## src/rtl/cma_pkg.sv

```systemverilog
// Shared types and constants for the causal moving-average filter.
// Holds the window register layout, queue sizing and the state enums.
// No dependencies; imported by every module of the block.
package cma_pkg;

   // Window length register: fixed width and reset value.
   localparam int CFG_W = 7;
   localparam logic [CFG_W-1:0] WINDOW_RESET = 7'd8;

   // Queue between the front and back parts. The depth is a power of two,
   // so its pointers wrap on their own.
   localparam int QUEUE_DEPTH = 2;
   localparam int QUEUE_PTR_W = $clog2(QUEUE_DEPTH);
   localparam int QUEUE_CNT_W = $clog2(QUEUE_DEPTH + 1);

   // Front part: idle, running-sum update, full re-sum after a window change.
   typedef enum logic [1:0] {
      FE_IDLE,
      FE_UPDATE,
      FE_SWEEP,
      FE_FINISH
   } fe_state_type;

   // Back part: bit-serial divider.
   typedef enum logic [1:0] {
      DV_IDLE,
      DV_RUN,
      DV_DONE
   } dv_state_type;

endpackage

```

## src/rtl/causal_moving_average.sv

```systemverilog
// Causal moving-average filter. With an empty queue and divider, a sample passes the
// front update state, the queue, the divider's idle, run and done states and its output
// register before rsp_valid rises; the first sample after a window change, unless it
// starts a new series, first re-sums the window from the ring. The bit-serial divider
// takes no new pair before the last is done. Synchronous reset clears the counters, the
// running sum and the queue and loads a window of 8; the sample ring is not cleared.
module causal_moving_average
   import cma_pkg::*;
#(
   parameter int MAX_WINDOW  = 64,
   parameter int SAMPLE_BITS = 16
) (
   input  logic                          clock,
   input  logic                          reset,
   input  logic                          req_valid,
   output logic                          req_stall,
   input  logic signed [SAMPLE_BITS-1:0] req_sample,
   input  logic                          req_new_series,
   output logic                          rsp_valid,
   input  logic                          rsp_stall,
   output logic signed [SAMPLE_BITS-1:0] rsp_average,
   input  logic                          csr_valid,
   output logic                          csr_ready,
   input  logic [CFG_W-1:0]              csr_window_length
);

   localparam int SUM_W = SAMPLE_BITS + $clog2(MAX_WINDOW);
   localparam int CNT_W = $clog2(MAX_WINDOW + 1);

   logic                    push_valid;
   logic signed [SUM_W-1:0] push_sum;
   logic [CNT_W-1:0]        push_count;
   logic                    queue_full;
   logic                    pop_valid;
   logic                    pop_ready;
   logic signed [SUM_W-1:0] pop_sum;
   logic [CNT_W-1:0]        pop_count;

   // Front part: ring, running sum and window register.
   cma_front #(
      .MAX_WINDOW  (MAX_WINDOW),
      .SAMPLE_BITS (SAMPLE_BITS),
      .SUM_W       (SUM_W),
      .CNT_W       (CNT_W)
   ) u_front (
      .clock             (clock),
      .reset             (reset),
      .req_valid         (req_valid),
      .req_stall         (req_stall),
      .req_sample        (req_sample),
      .req_new_series    (req_new_series),
      .csr_valid         (csr_valid),
      .csr_ready         (csr_ready),
      .csr_window_length (csr_window_length),
      .queue_full        (queue_full),
      .push_valid        (push_valid),
      .push_sum          (push_sum),
      .push_count        (push_count)
   );

   // Queue decoupling the two parts.
   cma_queue #(
      .SUM_W (SUM_W),
      .CNT_W (CNT_W)
   ) u_queue (
      .clock      (clock),
      .reset      (reset),
      .push_valid (push_valid),
      .push_sum   (push_sum),
      .push_count (push_count),
      .full       (queue_full),
      .pop_valid  (pop_valid),
      .pop_ready  (pop_ready),
      .pop_sum    (pop_sum),
      .pop_count  (pop_count)
   );

   // Back part: division and result register.
   cma_divider #(
      .SAMPLE_BITS (SAMPLE_BITS),
      .SUM_W       (SUM_W),
      .CNT_W       (CNT_W)
   ) u_divider (
      .clock       (clock),
      .reset       (reset),
      .in_valid    (pop_valid),
      .in_ready    (pop_ready),
      .in_sum      (pop_sum),
      .in_count    (pop_count),
      .rsp_valid   (rsp_valid),
      .rsp_stall   (rsp_stall),
      .rsp_average (rsp_average)
   );

endmodule

```

## src/rtl/cma_front.sv

```systemverilog
// Front part of the moving-average filter: sample ring, running sum and
// window register. Pushes (sum, divisor) pairs into the queue.
// Depends on cma_pkg.
module cma_front
   import cma_pkg::*;
#(
   parameter int MAX_WINDOW  = 64,
   parameter int SAMPLE_BITS = 16,
   parameter int SUM_W       = SAMPLE_BITS + $clog2(MAX_WINDOW),
   parameter int CNT_W       = $clog2(MAX_WINDOW + 1)
) (
   input  logic                          clock,
   input  logic                          reset,
   input  logic                          req_valid,
   output logic                          req_stall,
   input  logic signed [SAMPLE_BITS-1:0] req_sample,
   input  logic                          req_new_series,
   input  logic                          csr_valid,
   output logic                          csr_ready,
   input  logic [CFG_W-1:0]              csr_window_length,
   input  logic                          queue_full,
   output logic                          push_valid,
   output logic signed [SUM_W-1:0]       push_sum,
   output logic [CNT_W-1:0]              push_count
);

   localparam int PTR_W = $clog2(MAX_WINDOW);
   localparam int CW    = (CNT_W > CFG_W) ? CNT_W : CFG_W;
   localparam int AW    = CNT_W + 1;
   localparam int EXT_W = SUM_W - SAMPLE_BITS;

   fe_state_type state_ff, state_in;
   logic [PTR_W-1:0]              wp_ff, wp_in;
   logic [CNT_W-1:0]              held_ff, held_in;
   logic signed [SUM_W-1:0]       sum_ff, sum_in;
   logic                          dirty_ff, dirty_in;
   logic [CFG_W-1:0]              window_ff, window_in;
   logic [CNT_W-1:0]              n_ff, n_in;
   logic signed [SAMPLE_BITS-1:0] sample_ff, sample_in;
   logic                          new_ff, new_in;
   logic                          sub_ff, sub_in;
   logic [CNT_W-1:0]              k_ff, k_in;
   logic signed [SUM_W-1:0]       acc_ff, acc_in;
   logic                          rd_valid_ff, rd_valid_in;
   logic signed [SAMPLE_BITS-1:0] rd_data_ff;

   logic signed [SAMPLE_BITS-1:0] ring_mem [MAX_WINDOW];

   logic                    req_accept;
   logic                    ring_we;
   logic [PTR_W-1:0]        rd_addr;
   logic [CW-1:0]           cfg_wide, w_wide;
   logic [CNT_W-1:0]        w_eff;
   logic [CNT_W-1:0]        held0, held1, n_acc;
   logic                    sub_acc;
   logic [PTR_W-1:0]        wp_next;
   logic [AW-1:0]           sub_t, sub_w, sweep_t, sweep_w;
   logic signed [SUM_W-1:0] sample_ext, rd_ext, upd_sum;

   // Effective window: zero acts as one, anything above the ring size is clamped.
   always_comb begin
      cfg_wide = CW'(window_ff);
      if (cfg_wide == '0) begin
         w_wide = CW'(1);
      end else if (cfg_wide > CW'(MAX_WINDOW)) begin
         w_wide = CW'(MAX_WINDOW);
      end else begin
         w_wide = cfg_wide;
      end
      w_eff = w_wide[CNT_W-1:0];
   end

   // Counters for the beat on offer; the held count saturates at the ring size.
   always_comb begin
      held0   = req_new_series ? '0 : held_ff;
      held1   = (held0 < CNT_W'(MAX_WINDOW)) ? held0 + 1'b1 : held0;
      n_acc   = (held1 < w_eff) ? held1 : w_eff;
      sub_acc = (held0 >= w_eff);
      wp_next = (wp_ff == PTR_W'(MAX_WINDOW - 1)) ? '0 : wp_ff + 1'b1;
   end

   // Ring addresses: the sample leaving the window, and the re-sum walk.
   always_comb begin
      sub_t   = AW'(wp_ff) + AW'(MAX_WINDOW) - AW'(w_eff);
      sub_w   = (sub_t >= AW'(MAX_WINDOW)) ? sub_t - AW'(MAX_WINDOW) : sub_t;
      sweep_t = AW'(wp_ff) + AW'(MAX_WINDOW) - AW'(1) - AW'(k_ff);
      sweep_w = (sweep_t >= AW'(MAX_WINDOW)) ? sweep_t - AW'(MAX_WINDOW) : sweep_t;
   end

   // Sign extension of the held sample and of the ring read data.
   assign sample_ext = {{EXT_W{sample_ff[SAMPLE_BITS-1]}}, sample_ff};
   assign rd_ext     = {{EXT_W{rd_data_ff[SAMPLE_BITS-1]}}, rd_data_ff};
   assign upd_sum    = (new_ff ? '0 : sum_ff) + sample_ext - (sub_ff ? rd_ext : '0);

   assign req_stall  = (state_ff != FE_IDLE) || queue_full;
   assign req_accept = req_valid && !req_stall;
   assign csr_ready  = 1'b1;
   assign push_count = n_ff;

   // Next state and outputs of the front sequencer.
   always_comb begin
      state_in    = state_ff;
      wp_in       = wp_ff;
      held_in     = held_ff;
      sum_in      = sum_ff;
      dirty_in    = dirty_ff;
      window_in   = window_ff;
      n_in        = n_ff;
      sample_in   = sample_ff;
      new_in      = new_ff;
      sub_in      = sub_ff;
      k_in        = k_ff;
      acc_in      = acc_ff;
      rd_valid_in = 1'b0;
      ring_we     = 1'b0;
      rd_addr     = sub_w[PTR_W-1:0];
      push_valid  = 1'b0;
      push_sum    = sum_ff;

      // A new window length invalidates the running sum.
      if (csr_valid) begin
         window_in = csr_window_length;
         dirty_in  = 1'b1;
      end

      case (state_ff)
         FE_IDLE: begin
            if (req_accept) begin
               ring_we   = 1'b1;
               wp_in     = wp_next;
               held_in   = held1;
               n_in      = n_acc;
               sample_in = req_sample;
               new_in    = req_new_series;
               sub_in    = sub_acc;
               k_in      = '0;
               acc_in    = '0;
               if (dirty_ff && !req_new_series) begin
                  state_in = FE_SWEEP;
               end else begin
                  state_in = FE_UPDATE;
               end
            end
         end
         FE_UPDATE: begin
            sum_in     = upd_sum;
            push_valid = 1'b1;
            push_sum   = upd_sum;
            if (new_ff) begin
               dirty_in = 1'b0;
            end
            state_in = FE_IDLE;
         end
         FE_SWEEP: begin
            rd_addr     = sweep_w[PTR_W-1:0];
            rd_valid_in = 1'b1;
            if (rd_valid_ff) begin
               acc_in = acc_ff + rd_ext;
            end
            k_in = k_ff + 1'b1;
            if (k_ff == n_ff - 1'b1) begin
               state_in = FE_FINISH;
            end
         end
         FE_FINISH: begin
            sum_in     = acc_ff + rd_ext;
            push_valid = 1'b1;
            push_sum   = acc_ff + rd_ext;
            dirty_in   = 1'b0;
            state_in   = FE_IDLE;
         end
         default: begin
            state_in = FE_IDLE;
         end
      endcase
   end

   // Sample ring: one write and one registered read per cycle; the read
   // returns the old entry when both hit the same slot.
   always_ff @(posedge clock) begin
      rd_data_ff <= ring_mem[rd_addr];
      if (ring_we) begin
         ring_mem[wp_ff] <= req_sample;
      end
   end

   // Control registers.
   always_ff @(posedge clock) begin
      if (reset) begin
         state_ff    <= FE_IDLE;
         wp_ff       <= '0;
         held_ff     <= '0;
         sum_ff      <= '0;
         dirty_ff    <= 1'b0;
         window_ff   <= WINDOW_RESET;
         rd_valid_ff <= 1'b0;
      end else begin
         state_ff    <= state_in;
         wp_ff       <= wp_in;
         held_ff     <= held_in;
         sum_ff      <= sum_in;
         dirty_ff    <= dirty_in;
         window_ff   <= window_in;
         rd_valid_ff <= rd_valid_in;
      end
   end

   // Per-beat working registers.
   always_ff @(posedge clock) begin
      n_ff      <= n_in;
      sample_ff <= sample_in;
      new_ff    <= new_in;
      sub_ff    <= sub_in;
      k_ff      <= k_in;
      acc_ff    <= acc_in;
   end

endmodule

```

## src/rtl/cma_queue.sv

```systemverilog
// Short queue of (window sum, divisor) pairs between front and back parts.
// Depends on cma_pkg for its depth.
module cma_queue
   import cma_pkg::*;
#(
   parameter int SUM_W = 22,
   parameter int CNT_W = 7
) (
   input  logic                    clock,
   input  logic                    reset,
   input  logic                    push_valid,
   input  logic signed [SUM_W-1:0] push_sum,
   input  logic [CNT_W-1:0]        push_count,
   output logic                    full,
   output logic                    pop_valid,
   input  logic                    pop_ready,
   output logic signed [SUM_W-1:0] pop_sum,
   output logic [CNT_W-1:0]        pop_count
);

   logic signed [SUM_W-1:0] sum_mem   [QUEUE_DEPTH];
   logic [CNT_W-1:0]        count_mem [QUEUE_DEPTH];

   logic [QUEUE_PTR_W-1:0] wr_ptr_ff, wr_ptr_in;
   logic [QUEUE_PTR_W-1:0] rd_ptr_ff, rd_ptr_in;
   logic [QUEUE_CNT_W-1:0] fill_ff, fill_in;
   logic                   do_pop;

   assign full      = (fill_ff == QUEUE_CNT_W'(QUEUE_DEPTH));
   assign pop_valid = (fill_ff != '0);
   assign do_pop    = pop_valid && pop_ready;
   assign pop_sum   = sum_mem[rd_ptr_ff];
   assign pop_count = count_mem[rd_ptr_ff];

   // Pointer and fill count update.
   always_comb begin
      wr_ptr_in = push_valid ? wr_ptr_ff + 1'b1 : wr_ptr_ff;
      rd_ptr_in = do_pop ? rd_ptr_ff + 1'b1 : rd_ptr_ff;
      fill_in   = fill_ff;
      if (push_valid && !do_pop) begin
         fill_in = fill_ff + 1'b1;
      end else if (do_pop && !push_valid) begin
         fill_in = fill_ff - 1'b1;
      end
   end

   // Entry storage.
   always_ff @(posedge clock) begin
      if (push_valid) begin
         sum_mem[wr_ptr_ff]   <= push_sum;
         count_mem[wr_ptr_ff] <= push_count;
      end
   end

   always_ff @(posedge clock) begin
      if (reset) begin
         wr_ptr_ff <= '0;
         rd_ptr_ff <= '0;
         fill_ff   <= '0;
      end else begin
         wr_ptr_ff <= wr_ptr_in;
         rd_ptr_ff <= rd_ptr_in;
         fill_ff   <= fill_in;
      end
   end

endmodule

```

## src/rtl/cma_divider.sv

```systemverilog
// Back part of the moving-average filter: bit-serial signed division of the
// window sum by the sample count, with an output register.
// Depends on cma_pkg.
module cma_divider
   import cma_pkg::*;
#(
   parameter int SAMPLE_BITS = 16,
   parameter int SUM_W       = 22,
   parameter int CNT_W       = 7
) (
   input  logic                          clock,
   input  logic                          reset,
   input  logic                          in_valid,
   output logic                          in_ready,
   input  logic signed [SUM_W-1:0]       in_sum,
   input  logic [CNT_W-1:0]              in_count,
   output logic                          rsp_valid,
   input  logic                          rsp_stall,
   output logic signed [SAMPLE_BITS-1:0] rsp_average
);

   localparam int STEP_W = $clog2(SUM_W + 1);

   dv_state_type state_ff, state_in;
   logic [SUM_W-1:0]              mag_ff, mag_in;
   logic [CNT_W-1:0]              rem_ff, rem_in;
   logic [CNT_W-1:0]              div_ff, div_in;
   logic                          neg_ff, neg_in;
   logic [STEP_W-1:0]             step_ff, step_in;
   logic                          out_valid_ff, out_valid_in;
   logic signed [SAMPLE_BITS-1:0] out_data_ff, out_data_in;

   logic [CNT_W:0]     rem_shift, rem_diff;
   logic               q_bit;
   logic [SUM_W-1:0]   quot;

   // One restoring step: shift in the next dividend bit and try to subtract.
   always_comb begin
      rem_shift = {rem_ff, mag_ff[SUM_W-1]};
      rem_diff  = rem_shift - {1'b0, div_ff};
      q_bit     = (rem_shift >= {1'b0, div_ff});
      quot      = neg_ff ? (~mag_ff + 1'b1) : mag_ff;
   end

   assign in_ready    = (state_ff == DV_IDLE);
   assign rsp_valid   = out_valid_ff;
   assign rsp_average = out_data_ff;

   // Next state and outputs of the divider sequencer.
   always_comb begin
      state_in     = state_ff;
      mag_in       = mag_ff;
      rem_in       = rem_ff;
      div_in       = div_ff;
      neg_in       = neg_ff;
      step_in      = step_ff;
      out_valid_in = out_valid_ff;
      out_data_in  = out_data_ff;

      // The output beat leaves when the receiver takes it.
      if (out_valid_ff && !rsp_stall) begin
         out_valid_in = 1'b0;
      end

      case (state_ff)
         DV_IDLE: begin
            if (in_valid) begin
               neg_in   = in_sum[SUM_W-1];
               mag_in   = in_sum[SUM_W-1] ? (~in_sum + 1'b1) : in_sum;
               rem_in   = '0;
               div_in   = in_count;
               step_in  = '0;
               state_in = DV_RUN;
            end
         end
         DV_RUN: begin
            rem_in  = q_bit ? rem_diff[CNT_W-1:0] : rem_shift[CNT_W-1:0];
            mag_in  = {mag_ff[SUM_W-2:0], q_bit};
            step_in = step_ff + 1'b1;
            if (step_ff == STEP_W'(SUM_W - 1)) begin
               state_in = DV_DONE;
            end
         end
         DV_DONE: begin
            if (!out_valid_ff || !rsp_stall) begin
               out_valid_in = 1'b1;
               out_data_in  = quot[SAMPLE_BITS-1:0];
               state_in     = DV_IDLE;
            end
         end
         default: begin
            state_in = DV_IDLE;
         end
      endcase
   end

   always_ff @(posedge clock) begin
      if (reset) begin
         state_ff     <= DV_IDLE;
         out_valid_ff <= 1'b0;
      end else begin
         state_ff     <= state_in;
         out_valid_ff <= out_valid_in;
      end
   end

   // Datapath registers.
   always_ff @(posedge clock) begin
      mag_ff      <= mag_in;
      rem_ff      <= rem_in;
      div_ff      <= div_in;
      neg_ff      <= neg_in;
      step_ff     <= step_in;
      out_data_ff <= out_data_in;
   end

endmodule

```

## config.mk

```make
export PLATFORM = sky130hd
export DESIGN_NAME = causal_moving_average
export DESIGN_NICKNAME = d
export VERILOG_FILES = /design/src/rtl/cma_pkg.sv /design/src/rtl/causal_moving_average.sv /design/src/rtl/cma_front.sv /design/src/rtl/cma_queue.sv /design/src/rtl/cma_divider.sv
export SDC_FILE = /design/constraint.sdc
export NUM_CORES = 2
export LEC_CHECK = 0
export ABC_AREA = 1
export BUFFER_PORTS_ARGS = -buffer_cell sky130_fd_sc_hd__buf_2
export CORE_ASPECT_RATIO = 0.75
export CORE_MARGIN = 8
export CORE_UTILIZATION = 42
export DETAILED_ROUTE_END_ITERATION = 12
export PLACE_DENSITY = 0.61
export SYNTH_ARGS = -nofsm -noshare
export SYNTH_HDL_FRONTEND = slang
export SYNTH_SLANG_ARGS = --single-unit
```

## constraint.sdc

```tcl
create_clock -name clock -period 3.12 [get_ports clock]
set_clock_uncertainty 0.05 [all_clocks]
set_input_delay 0.156 -clock clock [delete_from_list [all_inputs] [get_ports clock]]
set_output_delay 0.156 -clock clock [all_outputs]
set_load 0.02 [all_outputs]
```

=== Yosys cells after proc, flatten, opt, wreduce, memory -nomap -nowiden ===
Memory sizes are Yosys's and may differ from the RTL's. A register that Yosys moved wholly into a read port is not among the register bits.
Cells that the tools add are included.

* Equal/unequal tests: 15
* Magnitude comparators: 7
* Mux-type cells: 52
* Bitwise operators: 2
* Reductions and logical operators: 31
* Add/sub/neg operators: 21

{| class="wikitable"
|+ Operators by type and width
! cell !! count
|-
| $mux 22 || 6
|-
| $pmux 22 s2 || 3
|-
| $mux 7 || 8
|-
| $pmux 7 s2 || 2
|-
| $mux 6 || 4
|-
| $add 22x1->22 const B || 1
|-
| $add 22x16->22 || 1
|-
| $add 22x22->22 || 1
|-
| $not 22->22 || 1
|-
| $sub 22x22->22 || 1
|-
| $add 16x1->16 const B || 1
|-
| $ge 8x7->1 const B || 2
|-
| $mux 16 || 1
|-
| $mux 2 || 8
|-
| $not 16->16 || 1
|-
| $sub 8x7->8 || 2
|-
| $mux 1 || 15
|-
| $add 7x1->7 const B || 2
|-
| $ne 2x1->1 const B || 6
|-
| $pmux 2 s3 || 2
|-
| $reduce_and 2->1 || 6
|-
| $sub 6x1->6 const B || 2
|-
| $pmux 5 s2 || 1
|-
| $reduce_bool 2->1 || 5
|-
| 28 further kinds || 46
|}

* Logic and storage cells: 154
* Bits in registers: 158
* Output and inout bits: 19
* Bits in writable memories: 1082
* Memories kept: 3
* Input port bits: 29

{| class="wikitable"
|+ Memories
! name !! words !! width !! rd ports !! clocked after Yosys merged registers in !! wr ports !! RTL line !! RTL
|-
| u_front.ring_mem || 64 || 16 || 1 || 1 || 1 || cma_front.sv:47 || <nowiki>logic signed [SAMPLE_BITS-1:0] ring_mem [MAX_WINDOW];</nowiki>
|-
| u_queue.sum_mem || 2 || 22 || 1 || 1 || 1 || cma_queue.sv:21 || <nowiki>logic signed [SUM_W-1:0] sum_mem [QUEUE_DEPTH];</nowiki>
|-
| u_queue.count_mem || 2 || 7 || 1 || 1 || 1 || cma_queue.sv:22 || <nowiki>logic [CNT_W-1:0] count_mem [QUEUE_DEPTH];</nowiki>
|}

=== Logic depth before layout (Yosys ltp) ===
* Depth after elaboration: 8
* Gate-level depth with buffers: 21

=== Hierarchy ===
Synthesis repeated with hierarchy kept, for this count alone.

* Cell total of the unflattened synthesis: 6311
* Area total of the unflattened synthesis: 60295.3 um^2

{| class="wikitable"
|+ Modules (own cells, without submodules)
! module !! area each (um^2) !! seq. area each (um^2) !! instances !! cells each
|-
| cma_front || 54180.7 || 33612.2 || 1 || 5729
|-
| cma_divider || 3749.8 || 1801.7 || 1 || 457
|-
| cma_queue || 2364.8 || 1841.8 || 1 || 125
|}

=== Least setup slack after synthesis ===
Ideal clock, no wire load.

* Path kind: register to register
* From: reg u_front.new_ff
* To: mem u_queue.sum_mem[0][10] (data pin)
* Cell stages (with the launch flop): 14
* Arrival: 2605 ps
* Slack: 192 ps
* Setup time: 273 ps
* Data required time: 2797 ps
* Cells stage by stage: edfxtp_1 > inv_1 > clkbuf_1 > nand2_1 > fa_1 > inv_1 > ha_1 > nand2_1 > inv_1 > a21oi_1 > nand3_1 > or2_2 > nand3_1 > nand3_1

* Cells in the longest elaborated chain, start to end: 4

{| class="wikitable"
|+ Ends and longest elaborated chain
! element !! RTL line !! RTL
|-
| start, declared || cma_front.sv:40 || <nowiki>logic new_ff, new_in;</nowiki>
|-
| start signal, assigned || cma_front.sv:212 || <nowiki>new_ff <= new_in;</nowiki>
|-
| $mux 22 || cma_front.sv:93 || <nowiki>assign upd_sum = (new_ff ? '0 : sum_ff) + sample_ext - (sub_ff ? rd_ext : '0);</nowiki>
|-
| $add 22x22->22 || cma_front.sv:93 ||
|-
| $sub 22x22->22 || cma_front.sv:93 ||
|-
| $pmux 22 s2 || - ||
|-
| net push_sum[10] || causal_moving_average.sv:31 || <nowiki>logic signed [SUM_W-1:0] push_sum;</nowiki>
|-
| end, declared || cma_queue.sv:21 ||
|}

The timed path passes the listed nets, and every way through them passes these cells.

=== Worst setup path after layout ===
* From: reg u_front.window_ff[2] (netlist: u_front.cfg_wide[2])
* To: reg u_front.rd_data_ff[0] (read register of u_front.ring_mem)

* Cells in the longest elaborated chain, start to end: 7
* Elaborated cells between the ends (all ways): 9
* Classes of those cells: 2 x add/sub; 2 x order compare; 4 x mux; 1 x reduce/logical

{| class="wikitable"
|+ Ends and longest elaborated chain
! element !! RTL line !! RTL
|-
| start, declared || cma_front.sv:37 || <nowiki>logic [CFG_W-1:0] window_ff, window_in;</nowiki>
|-
| start signal, assigned || cma_front.sv:203 || <nowiki>window_ff <= window_in;</nowiki>
|-
| $gt 7x7->1 || cma_front.sv:65 || <nowiki>end else if (cfg_wide > CW'(MAX_WINDOW)) begin</nowiki>
|-
| $mux 7 || cma_front.sv:65 ||
|-
| $mux 7 (*) || cma_front.sv:63 || <nowiki>if (cfg_wide == '0) begin</nowiki>
|-
| $sub 8x7->8 (*) || cma_front.sv:84 || <nowiki>sub_t = AW'(wp_ff) + AW'(MAX_WINDOW) - AW'(w_eff);</nowiki>
|-
| $ge 8x7->1 / $sub 6x1->6 (equally long branches) || cma_front.sv:85 || <nowiki>sub_w = (sub_t >= AW'(MAX_WINDOW)) ? sub_t - AW'(MAX_WINDOW) : sub_t;</nowiki>
|-
| $mux 6 (*) || cma_front.sv:85 ||
|-
| $mux 6 (*) || cma_front.sv:126 || <nowiki>case (state_ff)</nowiki>
|-
| end, declared || cma_front.sv:45 || <nowiki>logic signed [SAMPLE_BITS-1:0] rd_data_ff;</nowiki>
|}

Every way passes the cells marked *; elsewhere a longest branch is shown, timed or not.
A chain may end at the register's enable or synchronous reset.

==> results.json <==
{
  "cts_tree": "yes",
  "gr-total-overflow": 0,
  "layout_commonest_cell": "nand2_1",
  "r2r_cells": 18,
  "synth-seq-cells": 1264,
  "path_clk_slew_ns": 0.06,
  "worst_slack_ns": -0.0148,
  "drt_wl_total_um": 187000,
  "power_uw": 65800,
  "power_density_nw_per_um2": 903,
  "required_ns": 3.79,
  "hold_path.class": "in2reg",
  "rsz0062_at_grt": "yes",
  "antenna_found_initial": 8,
  "synth-async-reset-ratio": 0,
  "r2r_slack_ns": -0.01,
  "vias_per_cell": 5.29,
  "synth-edff-count": 1194,
  "die_w_um": 452,
  "max_freq_mhz": 319,
  "cts_max_level": 4,
  "violations": "setup timing",
  "worstPathArrival_ns": 3.81,
  "drive_above_1_share": 0.153,
  "drt_first_pass_iters": 6,
  "core-area_um2": 142000,
  "multi_input_area_um2": 18600,
  "die_area_um2": 155000,
  "fin_hold_ws_ns": 0.0540,
  "status": "complete, but fails checks",
  "post-route-min-period_ns": 3.13,
  "clkLatencyLatePin_ns": 0.77,
  "drt-initial-drc-count": 6231,
  "cts_root_buffer": "clkbuf_16",
  "critical_path_peak_fanout": 25,
  "min_path_cells": 1,
  "grt_use_total": 0.232,
  "hpwl_um": 116000,
  "gp_congestion": 0.917,
  "area_delta_synth_final_pct": 21.6,
  "worst_r2r_endpoint": "u_front.rd_data_ff[0]",
  "fin_nets": 6781,
  "drcViolationCount": 0,
  "hp-start": "req_sample[8]",
  "netlist_area_um2": 59900,
  "postSynthNetCount": 6418,
  "ys_seq_area_frac": 0.622,
  "start_kind": "flip-flop",
  "fin_area_um2": 72800,
  "fp-row-count": 120,
  "synth_flop_cell": "edfxtp_1",
  "relSlewSlack": 0.150,
  "postSynthAreaPerCell_um2": 9.54,
  "postPlaceCellArea_um2": 64800,
  "antenna_left": 0,
  "grt_pass1_wl_um": 274000,
  "end_kind": "flip-flop",
  "io_pins": 48,
  "clock-sinks": 1264,
  "yosys_warnings": 0,
  "grt_max_degree": 66,
  "ir_worst_vdd_uv": 570,
  "fin_util": 0.512,
  "syn_inst": 6282,
  "slew_viol_final": 0,
  "hold_violations": 0,
  "fill_cells": 12600,
  "tns_ns": -0.0307,
  "maxCapViolCount": 0,
  "fin_crit_sh": 1.00,
  "grt_pass1_vias": 43100,
  "fp.dieH_um": 343,
  "worst_slew_pin_slew_ns": 1.27,
  "worstSetupPathType": "reg2reg",
  "most-common-layout-cells": "nand2_1, inv_1, edfxtp_1",
  "yosys.cell_types.count": 50,
  "vias": 45800,
  "placement.io_buffers": 46,
  "wire_per_inst_um": 21.6,
  "cts_made_buffers": 135,
  "worstHoldEndpoint": "u_front.ring_mem[32][8]",
  "setup_viol": 3,
  "start_util": 0.422,
  "regArea_um2": 37300,
  "p_leak_uw": 0.0320,
  "reg2reg_from": "u_front.cfg_wide[2]",
  "clock_path_buffers": 3
}
-- repair_timing --
item                                   in CTS  in global routing
resized for setup                         162                287
pin swaps                                  24                101
endpoints found under the hold margin     415                  0
setup buffers                              16                 18
cloned                                     15                 13
setup endpoints to repair                  30                 67
hold buffers                               38                  0
-- cells in the mapped netlist (3+ instances only) --
| cell type | instances | area (um^2) |
|---|---|---|
| o21bai_1 | 4 | 30.0 |
| xor2_1 | 33 | 289 |
| a21oi_1 | 71 | 355 |
| inv_1 | 1296 | 4860 |
| ha_1 | 82 | 1030 |
| dfxtp_1 | 70 | 1400 |
| inv_2 | 3 | 11.3 |
| o211ai_1 | 8 | 60.1 |
| buf_2 | 164 | 821 |
| nand2_1 | 1579 | 5930 |
| or2_2 | 16 | 100 |
| nor2_1 | 224 | 841 |
| nor4_1 | 3 | 18.8 |
| nand3_1 | 1222 | 6120 |
| nand3b_1 | 17 | 128 |
| nand4_1 | 24 | 150 |
| nor3_1 | 24 | 120 |
| buf_4 | 25 | 188 |
| mux2_2 | 7 | 78.8 |
| clkbuf_1 | 61 | 229 |
| xnor2_1 | 17 | 149 |
| buf_1 | 13 | 48.8 |
| buf_6 | 3 | 33.8 |
| fa_1 | 25 | 500 |
| o21ai_0 | 63 | 315 |
| edfxtp_1 | 1194 | 35900 |
-- cell families (layout without fill, tap and decap cells) --
kind of cell / Yosys count / after routing / share of synthesized area
buf+inv: 1567 / 2041 / 0.104
simple gates: 3121 / 3121 / 0.225
other cells: 1 / 2 / 0.0000626
flops: 1264 / 1264 / 0.622
fa+ha+maj: 107 / 107 / 0.0255
compound gates: 164 / 164 / 0.0151
xor+xnor: 50 / 50 / 0.00731
mux: 8 / 8 / 0.00148
-- state kept, by name, indices dropped and copies added, names as in the netlist, 16 cells and up, named ones only --
signal	cells
u_queue.sum_mem	44
u_front.ring_mem	1024
u_divider.mag_ff	22
u_front.rd_data_ff	16
u_divider.rsp_average	16
u_front.sum_ff	22
u_front.acc_ff	22
u_front.sample_ff	16
-- worst max-delay path by stage --
| stage | from | endpoint | slack (ns) | cells after the start |
|---|---|---|---|---|
| 6_report | u_front.cfg_wide[2] | u_front.rd_data_ff[0] | -0.01 | 18 |
| 2_1_floorplan | u_front.new_ff | u_queue.sum_mem[0][10] | 0.19 | 13 |
| 3_3_place_gp | u_front.cfg_wide[3] | u_front.rd_data_ff[6] | -0.46 | 18 |
| 4_1_cts | u_front.cfg_wide[1] | u_front.rd_data_ff[4] | -0.03 | 18 |
| 3_5_place_dp | u_front.cfg_wide[2] | u_front.rd_data_ff[6] | -0.49 | 18 |
| 5_1_grt | u_front.cfg_wide[2] | u_front.rd_data_ff[0] | -0.14 | 18 |
-- cell type report --
| type | instances | share of cell area |
|---|---|---|
| diodes | 1 | 0.0000344 |
| clock buffers | 180 | 0.0508 |
| clock inverters | 68 | 0.00794 |
| inverters | 1301 | 0.0673 |
| multi-input cells | 3451 | 0.256 |
| flip-flops and latches | 1264 | 0.512 |
| well taps | 1891 | 0.0325 |
| repair buffers | 492 | 0.0742 |
-- routing by layer --
metal	wire length [um]	track usage	part of all wire
met5	27	0	0.00014
met2	79400	0.338	0.42
met1	81300	0.344	0.43
met4	5540	0.0776	0.030
met3	20900	0.0486	0.11
-- report_power, final --
group	switching, uW	total, uW	internal, uW
sequential	721	20800	20100
clock	6740	15800	9040
combinational	18600	29200	10700
-- through the flow --
step	cells	worst slack, ns
2_1_floorplan	6282	0.192
3_3_place_gp	8300	-0.461
3_5_place_dp	8300	-0.489
4_1_cts	8617	-0.0263
5_1_grt	8647	-0.139
6_report	8648	-0.0148
-- critical path: stages, from the launching register on --
cell and delay [ns]:
dfxtp_2 0.36, nor2_4 0.04, nand3_2 0.10, nor2_2 0.05
o21ai_2 0.16, inv_2 0.08, ha_4 0.17, fa_1 0.55
nand2_2 0.09, nand2_4 0.10, buf_12 0.12, buf_16 0.17
buf_16 0.19, nand3_1 0.17, nand3_1 0.15, nand3_2 0.16
nand3_4 0.15, nand3_4 0.12, nand2_1 0.08
(Power assumes the default switching activity.)
